$ cat src/rtl/tvtc_pkg.sv
// shared types and constants for the triangle vertex transform and cull block
package tvtc_pkg;
   localparam int FRAC_BITS_DEF = 16;
   localparam int MAT_FRAC = 12;
   localparam int MUL_A_W = 33;
   localparam int MUL_B_W = 17;
   localparam int PROD_W = MUL_A_W + MUL_B_W;
   localparam int ACC_W = PROD_W + 2;
   localparam int HALF_X = 320;
   localparam int HALF_Y = 240;

   localparam logic [2:0] CSR_ROW0 = 3'd0;
   localparam logic [2:0] CSR_ROW1 = 3'd1;
   localparam logic [2:0] CSR_ROW2 = 3'd2;
   localparam logic [2:0] CSR_ROW3 = 3'd3;
   localparam logic [2:0] CSR_COLOUR = 3'd4;

   typedef enum logic [7:0] {
      ST_IDLE   = 8'b0000_0001,
      ST_MUL    = 8'b0000_0010,
      ST_DECIDE = 8'b0000_0100,
      ST_DIVS   = 8'b0000_1000,
      ST_DIVW   = 8'b0001_0000,
      ST_SHADE  = 8'b0010_0000,
      ST_COL    = 8'b0100_0000,
      ST_OUT    = 8'b1000_0000
   } state_type;
endpackage

$ cat src/rtl/tvtc_mul.sv
// shared signed multiplier with registered product
module tvtc_mul (
   input  logic                                   clock,
   input  logic signed [tvtc_pkg::MUL_A_W-1:0]    a,
   input  logic signed [tvtc_pkg::MUL_B_W-1:0]    b,
   output logic signed [tvtc_pkg::PROD_W-1:0]     prod
);
   logic signed [tvtc_pkg::PROD_W-1:0] prod_ff;
   logic signed [tvtc_pkg::PROD_W-1:0] prod_in;

   assign prod_in = tvtc_pkg::PROD_W'(a) * tvtc_pkg::PROD_W'(b);

   always_ff @(posedge clock) begin
      prod_ff <= prod_in;
   end

   assign prod = prod_ff;
endmodule

$ cat src/rtl/tvtc_div.sv
// iterative restoring divider, one quotient bit per cycle
module tvtc_div #(
   parameter int NUM_W = 48
) (
   input  logic             clock,
   input  logic             reset,
   input  logic             start,
   input  logic [NUM_W-1:0] numer,
   input  logic [31:0]      denom,
   output logic             done,
   output logic [NUM_W-1:0] quot
);
   localparam int CNT_W = $clog2(NUM_W + 1);

   logic [NUM_W-1:0] num_ff, num_in, q_ff, q_in;
   logic [31:0]      rem_ff, rem_in, den_ff, den_in;
   logic [CNT_W-1:0] cnt_ff, cnt_in;
   logic             busy_ff, busy_in, done_ff, done_in;
   logic [32:0]      trial;
   logic [32:0]      diff;

   assign trial = {rem_ff, num_ff[NUM_W-1]};
   assign diff = trial - {1'b0, den_ff};

   always_comb begin
      num_in = num_ff;
      q_in = q_ff;
      rem_in = rem_ff;
      den_in = den_ff;
      cnt_in = cnt_ff;
      busy_in = busy_ff;
      done_in = 1'b0;
      if (start) begin
         num_in = numer;
         den_in = denom;
         rem_in = '0;
         q_in = '0;
         cnt_in = CNT_W'(NUM_W);
         busy_in = 1'b1;
      end else if (busy_ff) begin
         num_in = {num_ff[NUM_W-2:0], 1'b0};
         if (!diff[32]) begin
            rem_in = diff[31:0];
            q_in = {q_ff[NUM_W-2:0], 1'b1};
         end else begin
            rem_in = trial[31:0];
            q_in = {q_ff[NUM_W-2:0], 1'b0};
         end
         cnt_in = cnt_ff - CNT_W'(1);
         if (cnt_ff == CNT_W'(1)) begin
            busy_in = 1'b0;
            done_in = 1'b1;
         end
      end
   end

   always_ff @(posedge clock) begin
      if (reset) begin
         busy_ff <= 1'b0;
         done_ff <= 1'b0;
         cnt_ff <= '0;
      end else begin
         busy_ff <= busy_in;
         done_ff <= done_in;
         cnt_ff <= cnt_in;
      end
      num_ff <= num_in;
      q_ff <= q_in;
      rem_ff <= rem_in;
      den_ff <= den_in;
   end

   assign done = done_ff;
   assign quot = q_ff;
endmodule

$ cat src/rtl/triangle_vertex_transform_cull_top.sv
// triangle vertex transform, perspective divide, cull, shading and viewport mapping
// flow: a vertex is taken in idle and run through the matrix; the first two vertices
// are held as open corners, the third closes the triangle, which is depth culled or
// divided nine times, side culled, shaded and sent as 4 words; one vertex at a time:
// no new vertex is taken until the last is done, and output back-pressure stalls the block
// reset: synchronous active high, clears matrix, colour, held corners and control
module triangle_vertex_transform_cull_top #(
   parameter int FRAC_BITS = tvtc_pkg::FRAC_BITS_DEF
) (
   input  logic               clock,
   input  logic               reset,
   input  logic               req_valid,
   output logic               req_ready,
   input  logic signed [31:0] req_vertex_x,
   input  logic signed [31:0] req_vertex_y,
   input  logic signed [31:0] req_vertex_z,
   input  logic signed [31:0] req_vertex_w,
   output logic               rsp_valid,
   input  logic               rsp_ready,
   output logic signed [31:0] rsp_screen_x,
   output logic signed [31:0] rsp_screen_y,
   output logic [31:0]        rsp_point_depth,
   output logic [7:0]         rsp_red,
   output logic [7:0]         rsp_green,
   output logic [7:0]         rsp_blue,
   output logic               rsp_last_point,
   input  logic               csr_valid,
   output logic               csr_ready,
   input  logic [2:0]         csr_index,
   input  logic [63:0]        csr_data
);
   localparam int NUM_W = 32 + FRAC_BITS;
   localparam longint ONE_Q = longint'(1) << FRAC_BITS;
   localparam longint SHADE_MIN = (ONE_Q * 5 + 50) / 100;
   localparam int DEPTH_SHIFT = 31 - FRAC_BITS;

   tvtc_pkg::state_type state_ff, state_in;
   logic [4:0]  cnt_ff, cnt_in;
   logic [1:0]  corner_ff, corner_in;
   logic [1:0]  vtx_ff, vtx_in, comp_ff, comp_in;
   logic [63:0] row_ff [4];
   logic [23:0] colour_ff;
   logic signed [31:0] vin_ff [4];
   logic signed [31:0] t_ff [4];
   logic signed [31:0] held_x_ff [2], held_y_ff [2], held_z_ff [2], held_w_ff [2];
   logic signed [31:0] dx_ff [3], dy_ff [3], dz_ff [3];
   logic signed [tvtc_pkg::ACC_W-1:0] acc_ff;
   logic [FRAC_BITS:0] shade_ff;
   logic [7:0]  col_ff [3];
   logic        neg_ff, dzero_ff, npos_ff;

   logic signed [31:0] ox_ff, oy_ff;
   logic [31:0]        od_ff;
   logic [7:0]         or_ff, og_ff, ob_ff;
   logic               olast_ff, oval_ff;

   logic signed [tvtc_pkg::MUL_A_W-1:0] mul_a;
   logic signed [tvtc_pkg::MUL_B_W-1:0] mul_b;
   logic signed [tvtc_pkg::PROD_W-1:0]  prod;
   logic        div_start, div_done;
   logic [NUM_W-1:0] div_num, div_quot;
   logic [31:0] div_den;

   logic [3:0]  pidx;
   logic signed [tvtc_pkg::ACC_W-1:0] acc_sum, acc_shr;
   logic signed [31:0] acc_sat;
   logic signed [31:0] sel_n, sel_d;
   logic signed [31:0] vz [3];
   logic signed [31:0] q_sat;
   logic signed [63:0] shade_raw;
   logic [1:0]  pnt;
   logic signed [63:0] sx_w, sy_w, dv;
   logic [63:0] dep_w;
   logic        out_free;

   assign pidx = 4'(cnt_ff - 5'd1);

   always_comb begin
      mul_a = '0;
      mul_b = '0;
      if (state_ff == tvtc_pkg::ST_COL) begin
         mul_a = tvtc_pkg::MUL_A_W'({1'b0, shade_ff});
         mul_b = tvtc_pkg::MUL_B_W'({1'b0, colour_ff[8*pnt +: 8]});
      end else begin
         mul_a = tvtc_pkg::MUL_A_W'(vin_ff[cnt_ff[1:0]]);
         mul_b = tvtc_pkg::MUL_B_W'($signed(row_ff[cnt_ff[3:2]][16*cnt_ff[1:0] +: 16]));
      end
   end

   tvtc_mul u_mul (.clock(clock), .a(mul_a), .b(mul_b), .prod(prod));

   tvtc_div #(.NUM_W(NUM_W)) u_div (
      .clock(clock), .reset(reset), .start(div_start),
      .numer(div_num), .denom(div_den), .done(div_done), .quot(div_quot)
   );

   assign acc_sum = acc_ff + tvtc_pkg::ACC_W'(prod);
   assign acc_shr = acc_sum >>> tvtc_pkg::MAT_FRAC;
   always_comb begin
      if (acc_shr > tvtc_pkg::ACC_W'(32'sh7FFF_FFFF)) acc_sat = 32'sh7FFF_FFFF;
      else if (acc_shr < -tvtc_pkg::ACC_W'(64'sh8000_0000)) acc_sat = 32'sh8000_0000;
      else acc_sat = acc_shr[31:0];
   end

   assign vz[0] = held_z_ff[0];
   assign vz[1] = held_z_ff[1];
   assign vz[2] = t_ff[2];

   always_comb begin
      sel_n = '0;
      unique case (comp_ff)
         2'd0: sel_n = (vtx_ff == 2'd2) ? t_ff[0] : held_x_ff[vtx_ff[0]];
         2'd1: sel_n = (vtx_ff == 2'd2) ? t_ff[1] : held_y_ff[vtx_ff[0]];
         default: sel_n = (vtx_ff == 2'd2) ? t_ff[2] : held_z_ff[vtx_ff[0]];
      endcase
      sel_d = (vtx_ff == 2'd2) ? t_ff[3] : held_w_ff[vtx_ff[0]];
   end

   assign div_start = (state_ff == tvtc_pkg::ST_DIVS);
   assign div_num = NUM_W'(sel_n[31] ? -(longint'(sel_n)) : longint'(sel_n)) << FRAC_BITS;
   assign div_den = sel_d[31] ? 32'(-(longint'(sel_d))) : sel_d;

   always_comb begin
      if (dzero_ff) q_sat = npos_ff ? 32'sh7FFF_FFFF : (neg_ff ? 32'sh8000_0000 : 32'sh0);
      else if (neg_ff) begin
         if (div_quot > NUM_W'(64'h8000_0000)) q_sat = 32'sh8000_0000;
         else q_sat = 32'(-(div_quot[31:0]));
      end else begin
         if (div_quot > NUM_W'(64'h7FFF_FFFF)) q_sat = 32'sh7FFF_FFFF;
         else q_sat = div_quot[31:0];
      end
   end

   assign shade_raw = (ONE_Q - 64'(dz_ff[0])) * 50;

   assign pnt = (cnt_ff[1:0] == 2'd3) ? 2'd0 : cnt_ff[1:0];
   assign sx_w = (ONE_Q + 64'(dx_ff[pnt])) * tvtc_pkg::HALF_X;
   assign sy_w = (ONE_Q - 64'(dy_ff[pnt])) * tvtc_pkg::HALF_Y;
   assign dv = 64'(dz_ff[pnt]) + ONE_Q;
   assign dep_w = 64'(dv) << DEPTH_SHIFT;
   assign out_free = !oval_ff || rsp_ready;

   always_comb begin
      state_in = state_ff;
      cnt_in = cnt_ff;
      corner_in = corner_ff;
      vtx_in = vtx_ff;
      comp_in = comp_ff;
      unique case (state_ff)
         tvtc_pkg::ST_IDLE: begin
            cnt_in = '0;
            if (req_valid) state_in = tvtc_pkg::ST_MUL;
         end
         tvtc_pkg::ST_MUL: begin
            cnt_in = cnt_ff + 5'd1;
            if (cnt_ff == 5'd16) state_in = tvtc_pkg::ST_DECIDE;
         end
         tvtc_pkg::ST_DECIDE: begin
            vtx_in = '0;
            comp_in = '0;
            if (corner_ff == 2'd0 || corner_ff == 2'd1) begin
               corner_in = corner_ff + 2'd1;
               state_in = tvtc_pkg::ST_IDLE;
            end else begin
               corner_in = '0;
               if (vz[0] <= 0 || vz[1] <= 0 || vz[2] <= 0) state_in = tvtc_pkg::ST_IDLE;
               else state_in = tvtc_pkg::ST_DIVS;
            end
         end
         tvtc_pkg::ST_DIVS: state_in = tvtc_pkg::ST_DIVW;
         tvtc_pkg::ST_DIVW: begin
            if (div_done) begin
               if (comp_ff == 2'd2) begin
                  comp_in = '0;
                  vtx_in = vtx_ff + 2'd1;
                  state_in = (vtx_ff == 2'd2) ? tvtc_pkg::ST_SHADE : tvtc_pkg::ST_DIVS;
               end else begin
                  comp_in = comp_ff + 2'd1;
                  state_in = tvtc_pkg::ST_DIVS;
               end
            end
         end
         tvtc_pkg::ST_SHADE: begin
            cnt_in = '0;
            if ((dx_ff[0] < -ONE_Q && dx_ff[1] < -ONE_Q && dx_ff[2] < -ONE_Q) ||
                (dx_ff[0] > ONE_Q && dx_ff[1] > ONE_Q && dx_ff[2] > ONE_Q))
               state_in = tvtc_pkg::ST_IDLE;
            else state_in = tvtc_pkg::ST_COL;
         end
         tvtc_pkg::ST_COL: begin
            cnt_in = cnt_ff + 5'd1;
            if (cnt_ff == 5'd3) begin
               cnt_in = '0;
               state_in = tvtc_pkg::ST_OUT;
            end
         end
         tvtc_pkg::ST_OUT: begin
            if (out_free) begin
               cnt_in = cnt_ff + 5'd1;
               if (cnt_ff == 5'd3) state_in = tvtc_pkg::ST_IDLE;
            end
         end
         default: state_in = tvtc_pkg::ST_IDLE;
      endcase
   end

   always_ff @(posedge clock) begin
      if (reset) begin
         state_ff <= tvtc_pkg::ST_IDLE;
         cnt_ff <= '0;
         corner_ff <= '0;
         vtx_ff <= '0;
         comp_ff <= '0;
         oval_ff <= 1'b0;
         colour_ff <= '0;
         for (int i = 0; i < 4; i++) row_ff[i] <= '0;
         for (int i = 0; i < 2; i++) begin
            held_x_ff[i] <= '0;
            held_y_ff[i] <= '0;
            held_z_ff[i] <= '0;
            held_w_ff[i] <= '0;
         end
      end else begin
         state_ff <= state_in;
         cnt_ff <= cnt_in;
         corner_ff <= corner_in;
         vtx_ff <= vtx_in;
         comp_ff <= comp_in;
         if (csr_valid) begin
            unique case (csr_index)
               tvtc_pkg::CSR_ROW0: row_ff[0] <= csr_data;
               tvtc_pkg::CSR_ROW1: row_ff[1] <= csr_data;
               tvtc_pkg::CSR_ROW2: row_ff[2] <= csr_data;
               tvtc_pkg::CSR_ROW3: row_ff[3] <= csr_data;
               tvtc_pkg::CSR_COLOUR: colour_ff <= csr_data[23:0];
               default: ;
            endcase
         end
         if (state_ff == tvtc_pkg::ST_DECIDE &&
             (corner_ff == 2'd0 || corner_ff == 2'd1)) begin
            held_x_ff[corner_ff[0]] <= t_ff[0];
            held_y_ff[corner_ff[0]] <= t_ff[1];
            held_z_ff[corner_ff[0]] <= t_ff[2];
            held_w_ff[corner_ff[0]] <= t_ff[3];
         end
         if (state_ff == tvtc_pkg::ST_OUT && out_free) oval_ff <= 1'b1;
         else if (rsp_ready) oval_ff <= 1'b0;
      end
      if (state_ff == tvtc_pkg::ST_IDLE) begin
         vin_ff[0] <= req_vertex_x;
         vin_ff[1] <= req_vertex_y;
         vin_ff[2] <= req_vertex_z;
         vin_ff[3] <= req_vertex_w;
         acc_ff <= '0;
      end
      if (state_ff == tvtc_pkg::ST_MUL && cnt_ff != 5'd0) begin
         if (pidx[1:0] == 2'd3) begin
            t_ff[pidx[3:2]] <= acc_sat;
            acc_ff <= '0;
         end else acc_ff <= acc_sum;
      end
      if (state_ff == tvtc_pkg::ST_DIVS) begin
         neg_ff <= (sel_d == 0) ? sel_n[31] : (sel_n[31] ^ sel_d[31]);
         dzero_ff <= (sel_d == 0);
         npos_ff <= (sel_n > 0);
      end
      if (state_ff == tvtc_pkg::ST_DIVW && div_done) begin
         unique case (comp_ff)
            2'd0: dx_ff[vtx_ff] <= q_sat;
            2'd1: dy_ff[vtx_ff] <= q_sat;
            default: dz_ff[vtx_ff] <= q_sat;
         endcase
      end
      if (state_ff == tvtc_pkg::ST_SHADE) begin
         if (shade_raw < SHADE_MIN) shade_ff <= (FRAC_BITS+1)'(SHADE_MIN);
         else if (shade_raw > ONE_Q) shade_ff <= (FRAC_BITS+1)'(ONE_Q);
         else shade_ff <= shade_raw[FRAC_BITS:0];
      end
      if (state_ff == tvtc_pkg::ST_COL && cnt_ff != 5'd0)
         col_ff[pidx[1:0]] <= 8'(prod >>> FRAC_BITS);
      if (state_ff == tvtc_pkg::ST_OUT && out_free) begin
         ox_ff <= (sx_w > 64'sh7FFF_FFFF) ? 32'sh7FFF_FFFF :
                  (sx_w < -64'sh8000_0000) ? 32'sh8000_0000 : sx_w[31:0];
         oy_ff <= (sy_w > 64'sh7FFF_FFFF) ? 32'sh7FFF_FFFF :
                  (sy_w < -64'sh8000_0000) ? 32'sh8000_0000 : sy_w[31:0];
         od_ff <= (dv <= 0) ? 32'd0 : (dep_w > 64'hFFFF_FFFF) ? 32'hFFFF_FFFF : dep_w[31:0];
         or_ff <= col_ff[0];
         og_ff <= col_ff[1];
         ob_ff <= col_ff[2];
         olast_ff <= (cnt_ff[1:0] == 2'd3);
      end
   end

   assign req_ready = (state_ff == tvtc_pkg::ST_IDLE);
   assign csr_ready = 1'b1;
   assign rsp_valid = oval_ff;
   assign rsp_screen_x = ox_ff;
   assign rsp_screen_y = oy_ff;
   assign rsp_point_depth = od_ff;
   assign rsp_red = or_ff;
   assign rsp_green = og_ff;
   assign rsp_blue = ob_ff;
   assign rsp_last_point = olast_ff;
endmodule

$ cat config.mk
export PLATFORM = sky130hd
export DESIGN_NAME = triangle_vertex_transform_cull_top
export DESIGN_NICKNAME = d
export VERILOG_FILES = /design/src/rtl/tvtc_pkg.sv /design/src/rtl/tvtc_mul.sv /design/src/rtl/tvtc_div.sv /design/src/rtl/triangle_vertex_transform_cull_top.sv
export SDC_FILE = /design/constraint.sdc
export NUM_CORES = 2
export LEC_CHECK = 0
export BUFFER_PORTS_ARGS = -buffer_cell sky130_fd_sc_hd__buf_2
export CAP_MARGIN = 10
export CELL_PAD_IN_SITES_DETAIL_PLACEMENT = 1
export CELL_PAD_IN_SITES_GLOBAL_PLACEMENT = 1
export CORE_MARGIN = 4
export CORE_UTILIZATION = 35
export DETAILED_ROUTE_END_ITERATION = 8
export PLACE_DENSITY_LB_ADDON = 0.12
export SYNTH_ARGS = -nofsm -noshare
export SYNTH_HDL_FRONTEND = slang
export SYNTH_SLANG_ARGS = --single-unit
$ cat constraint.sdc
create_clock -name clock -period 13.7 [get_ports clock]
set_input_delay 2.055 -clock clock [delete_from_list [all_inputs] [get_ports clock]]
set_output_delay 2.055 -clock clock [all_outputs]
set_load 0.005 [all_outputs]
Word-level counts from Yosys, hierarchy flattened:

Memory sizes are Yosys's and may differ from the RTL's. A register that Yosys moved wholly into a read port is not among the register bits.
Cells that the tools add are included.

* memories: 11
* flip-flop bits (word level): 415
* RAM bits: 1080
* input bits: 200

* $add $sub $neg: 15
* bitwise gates (word level): 6
* shift operators: 2
* muxes and demuxes: 125
* reductions and logical operators: 39
* magnitude comparators: 22
* multiply operators: 4
* equality and inequality tests: 28

Memory list
* row_ff: depth 4, bits a word 64, rd ports 1, clocked after memory_dff 1, wr ports 4, line triangle_vertex_transform_cull_top.sv:41 `logic [63:0] row_ff [4];`
* t_ff: depth 4, bits a word 32, rd ports 4, clocked after memory_dff 0, wr ports 1, line triangle_vertex_transform_cull_top.sv:44 `logic signed [31:0] t_ff [4];`
* vin_ff: depth 4, bits a word 32, rd ports 1, clocked after memory_dff 1, wr ports 4, line triangle_vertex_transform_cull_top.sv:43 `logic signed [31:0] vin_ff [4];`
* dx_ff: depth 3, bits a word 32, rd ports 4, clocked after memory_dff 0, wr ports 1, line triangle_vertex_transform_cull_top.sv:46 `logic signed [31:0] dx_ff [3], dy_ff [3], dz_ff [3];`
* dy_ff: depth 3, bits a word 32, rd ports 1, clocked after memory_dff 0, wr ports 1, line triangle_vertex_transform_cull_top.sv:46
* dz_ff: depth 3, bits a word 32, rd ports 2, clocked after memory_dff 0, wr ports 1, line triangle_vertex_transform_cull_top.sv:46
* +5 memories

Operators with widths (count)
* 32-bit two-way mux: 21
* 64-bit two-way mux: 4
* 52-bit two-way mux: 3
* 32-bit OR reduction: 4
* 32-bit by 18-bit > comparator with 1-bit output, second input constant: 3
* 32-bit by 1-bit less-or-equal comparator with 1-bit output, second input constant: 3
* 32-bit by 17-bit less-than comparator with 1-bit output, second input constant: 3
* 48-bit two-way mux: 2
* 32-bit negation: 3
* 18-bit by 32-bit subtractor with 33-bit output, first input constant: 2
* 64-bit by 32-bit > comparator with 1-bit output, second input constant: 1
* 32-bit case mux with 2 select lines: 1
* 8-bit case mux with 8 select lines: 1
* 64-bit by 7-bit indexed part select with 16-bit output: 1
* 1-bit two-way mux: 61
* 52-bit by 50-bit adder with 52-bit output: 1
* 33-bit by 17-bit multiplier with 50-bit output: 1
* 48-bit by 31-bit > comparator with 1-bit output, second input constant: 1
* 48-bit by 32-bit > comparator with 1-bit output, second input constant: 1
* 8-bit two-way mux: 6
* 43-bit by 32-bit > comparator with 1-bit output, second input constant: 1
* 43-bit by 32-bit less-than comparator with 1-bit output, second input constant: 1
* 42-bit by 32-bit > comparator with 1-bit output, second input constant: 1
* 42-bit by 32-bit less-than comparator with 1-bit output, second input constant: 1
* 62 further kinds: 114

Longest topological paths before layout:

* word-level depth: 8
* mapped depth: 44
* gate-level depth less buffers: 32

Hierarchy:

Synthesis repeated with hierarchy kept, for this count alone.

* cell total of the unflattened synthesis: 8975
* area, all modules: 102139.2 µm²

By module, submodules not included
* triangle_vertex_transform_cull_top: times used 1, cells each 5926, seq. area each 39507.9 µm², area an instance 73345.3 µm²
* tvtc_mul: times used 1, cells each 2224, seq. area each 1001.0 µm², area an instance 20284.5 µm²
* tvtc_div: times used 1, cells each 825, seq. area each 4164.0 µm², area an instance 8509.4 µm²

Worst setup path before layout:

Ideal clock, no wire load.

* path kind: register to register
* start: register cnt_ff[1]
* end: register u_mul.prod_ff, in the netlist u_mul.prod[48]
* arrival: 9.935 ns
* stages on the path, launching flop included: 42
* path slack: 3.638 ns
* path through: dfxtp_1 > inv_1 > clkbuf_1 > clkbuf_1 > ha_1 > buf_6 > buf_12 > buf_6 > buf_6 > buf_6 > buf_6 > buf_2 > buf_2 > buf_1 > nor2_1 > a21oi_1 > a21o_1 > clkbuf_1 > [6 not listed] > fa_1 > fa_1 > inv_1 > fa_1 > inv_1 > ha_1 > a21o_1 > a21o_1 > a21oi_1 > o21ai_0 > a211o_1 > o221ai_1 > a21oi_1 > a211oi_1 > o31ai_1 > a21oi_1 > o21ai_0 > xor2_1

* longest elaborated chain between the ends: 5

Ends and longest elaborated chain
* start: declaration: line triangle_vertex_transform_cull_top.sv:38 `logic [4:0] cnt_ff, cnt_in;`
* start signal: assignment: line triangle_vertex_transform_cull_top.sv:225 `cnt_ff <= cnt_in;`
* 2-bit equality test: line triangle_vertex_transform_cull_top.sv:136 `assign pnt = (cnt_ff[1:0] == 2'd3) ? 2'd0 : cnt_ff[1:0];`
* 2-bit two-way mux: line triangle_vertex_transform_cull_top.sv:136
* 24-bit by 6-bit indexed part select with 8-bit output: line triangle_vertex_transform_cull_top.sv:83 `mul_b = tvtc_pkg::MUL_B_W'({1'b0, colour_ff[8*pnt +: 8]});`
* 17-bit two-way mux *: line triangle_vertex_transform_cull_top.sv:81 `if (state_ff == tvtc_pkg::ST_COL) begin`
* 33-bit by 17-bit multiplier with 50-bit output *: line tvtc_mul.sv:11 `assign prod_in = tvtc_pkg::PROD_W'(a) * tvtc_pkg::PROD_W'(b);`
* via u_mul.prod_in, one bit: line tvtc_mul.sv:9 `logic signed [tvtc_pkg::PROD_W-1:0] prod_in;`
* end signal: assignment: line tvtc_mul.sv:14 `prod_ff <= prod_in;`
* end: declaration: line tvtc_mul.sv:8 `logic signed [tvtc_pkg::PROD_W-1:0] prod_ff;`

Mark *: on every way through the listed nets, which the timed path passes. The rest lies on a longest branch.
A chain may end at the register's enable or synchronous reset.

==> flow_summary.json <==
{
  "status": "finished clean",
  "place_ws_ns": 3.357,
  "critPathSlowestCell": "dfxtp_4",
  "setup_tns_ns": 0,
  "grt_usage_pct": 19.75,
  "slowest_delay_ns": 0.98,
  "path_max_fanout": 43,
  "drive_gt1_share_pct": 11.93,
  "syn_avg_cell_area_um2": 11.35,
  "ioPinCount": 324,
  "synthArstFlopShare_pct": 0,
  "path_class": "flop to flop",
  "fin_cells": 12812,
  "syn_inst": 8680,
  "cp_top_family": "compound AO/OA/AOI/OAI gates",
  "vias": 65804,
  "path_buf_inv": 5,
  "setup_slack_ns": 3.457,
  "die-area_um2": 290100,
  "viasPerCell": 5.136,
  "fin_skew_ns": 0.04024,
  "arrival_ns": 10.94,
  "finalMaxSlewViolations": 0,
  "cts.sinks": 1534,
  "grt_pass1_vias": 72170,
  "wl_mm": 290.7,
  "grt_max_degree": 95,
  "endpoint_kind": "flop",
  "drt-initial-drc-count": 3682,
  "grt.overflow.total": 0,
  "cts.clk_slew.worst_paths_ns": 0.06,
  "cap_violations": 0,
  "path_common_cell": "fa_1",
  "root_buffer": "clkbuf_16",
  "row_count": 194,
  "synth_top_area_share_pct": 41.04,
  "final_cell_mix": "edfxtp_1, inv_1, nor2_1",
  "start_util_pct": 35.21,
  "ant_nets": 0,
  "tightestPinTransition_ns": 1.224,
  "numCtsBuffers": 182,
  "ys_seq_area_share_pct": 44.84,
  "final_area_um2": 110300,
  "firstDrtPassIters": 5,
  "rsz0062_at_grt": "false",
  "ys_warn_count": 0,
  "critPathRequiredTime_ns": 14.39,
  "post_cts_buffers": 0,
  "postCtsResizedCells": 0,
  "synth_flop_cell": "edfxtp_1",
  "synth_top_area_cell": "edfxtp_1",
  "hp-class": "flop to flop",
  "grt_pass1_wl_mm": 446.1,
  "coreArea_um2": 279900,
  "clk_latency_ns": 0.85,
  "gp_congestion": 0.8571,
  "nNetsFinal": 10197,
  "syn_area_um2": 98560,
  "cts_max_path_buffers": 4,
  "io_buffers": 322,
  "htree_levels": 4,
  "cts_tree": "yes",
  "antenna_found_initial": 18,
  "dp.cells": 12464,
  "final_common_cell": "edfxtp_1",
  "period_needed_ns": 10.24,
  "crit_path_start_kind": "flop",
  "place_area_um2": 104400,
  "fin_crit_sh_pct": 74.77,
  "chipHeight_um": 538.7,
  "synth.area.top_cells": "edfxtp_1, fa_1, ha_1",
  "drcViolationCount": 0,
  "syn_to_final_growth_pct": 11.89,
  "ctsHoldBuffers": 0,
  "slew_headroom_pct": 17.51,
  "chipWidth_um": 538.7,
  "synth_fp_nets": 9952,
  "max_clock_freq_ghz": 0.09762,
  "synth_cell_types": 102,
  "synth-edff-count": 1347,
  "drt-wirelength-per-cell_um": 22.69,
  "setup_viol": 0,
  "final_hold_viol_count": 0,
  "hpwl_mm": 215.6,
  "synth-seq-cells": 1534
}
==> flip-flops by register name, summed over array words and instances (netlist names), 48 cells and up, named ones only <==
name and cells:
row_ff 256, dx_ff 128, t_ff 128, vin_ff 128
dy_ff 96, dz_ff 96, held_w_ff 64, held_x_ff 64
held_y_ff 64, held_z_ff 64, acc_ff 52, u_mul.prod 50
u_div.quot 48
==> routing by layer <==
| metal | share of wire (%) | up-vias | track usage (%) |
|---|---|---|---|
| met2 | 49 | 1062 | 34.50 |
| met5 | 0.016 | - | 0 |
| met4 | 2.1 | 8 | 4.221 |
| met3 | 3.5 | 298 | 2.226 |
| li1 | - | 30545 | - |
| met1 | 45 | 33891 | 26.42 |
==> synth_stat cells (all sizes together), types with 69 or more instances <==
master,n
and2,582
nor2,668
edfxtp,1347
mux4,156
mux2,79
nor3,92
clkbuf,286
nand2,577
dfxtp,187
a21o,130
nor2b,74
xnor2,210
nor4,69
buf,107
nand3,104
a21oi,449
ha,453
xor2,153
fa,619
mux2i,236
nand4,76
inv,990
o21ai,377
==> path summary, 6_finish.rpt <==
kind	start	endpoint	slack, ns	cells after the start
worst max-delay path	flop	u_mul.prod[49]	3.46	29
worst min-delay path	col_ff[1][7]	rsp_green[7]	0.41	0
worst max register to register	flop	u_mul.prod[49]	3.46	29
worst min register to register	col_ff[1][7]	rsp_green[7]	0.41	0
==> cells by family after synthesis <==
| group | count (synthesis) | synth area share, % |
|---|---|---|
| compound gates | 1339 | 8.322 |
| xor+xnor | 363 | 3.249 |
| flops | 1534 | 44.84 |
| mux | 471 | 6.981 |
| fa+ha+maj | 1072 | 18.32 |
| other cells | 1 | 0.003805 |
| buf+inv | 1384 | 5.510 |
| simple gates | 2516 | 12.77 |
==> cell type report <==
type / count / area [µm²]
fillers: 30050 / 169600
multi-input cells: 5762 / 49190
flip-flops and latches: 1534 / 44210
clock buffers: 236 / 4952
inverters: 991 / 3726
repair buffers: 454 / 2606
well taps: 3724 / 4659
diodes: 12 / 30.03
clock inverters: 99 / 907.1
==> per-stage QoR <==
stage / hold slack (ns) / utilization [%]
finish: 0.4123 / 39.40
global route: 0.4149 / 39.39
CTS: 0.4121 / 39.39
detailed placement: 0.4062 / 37.29
global placement: 0.4020 / 37.29
floorplan: 0.4003 / -
Power is not shown: default switching activity piles up to over one toggle a cycle in this logic, so the estimate is an artifact.
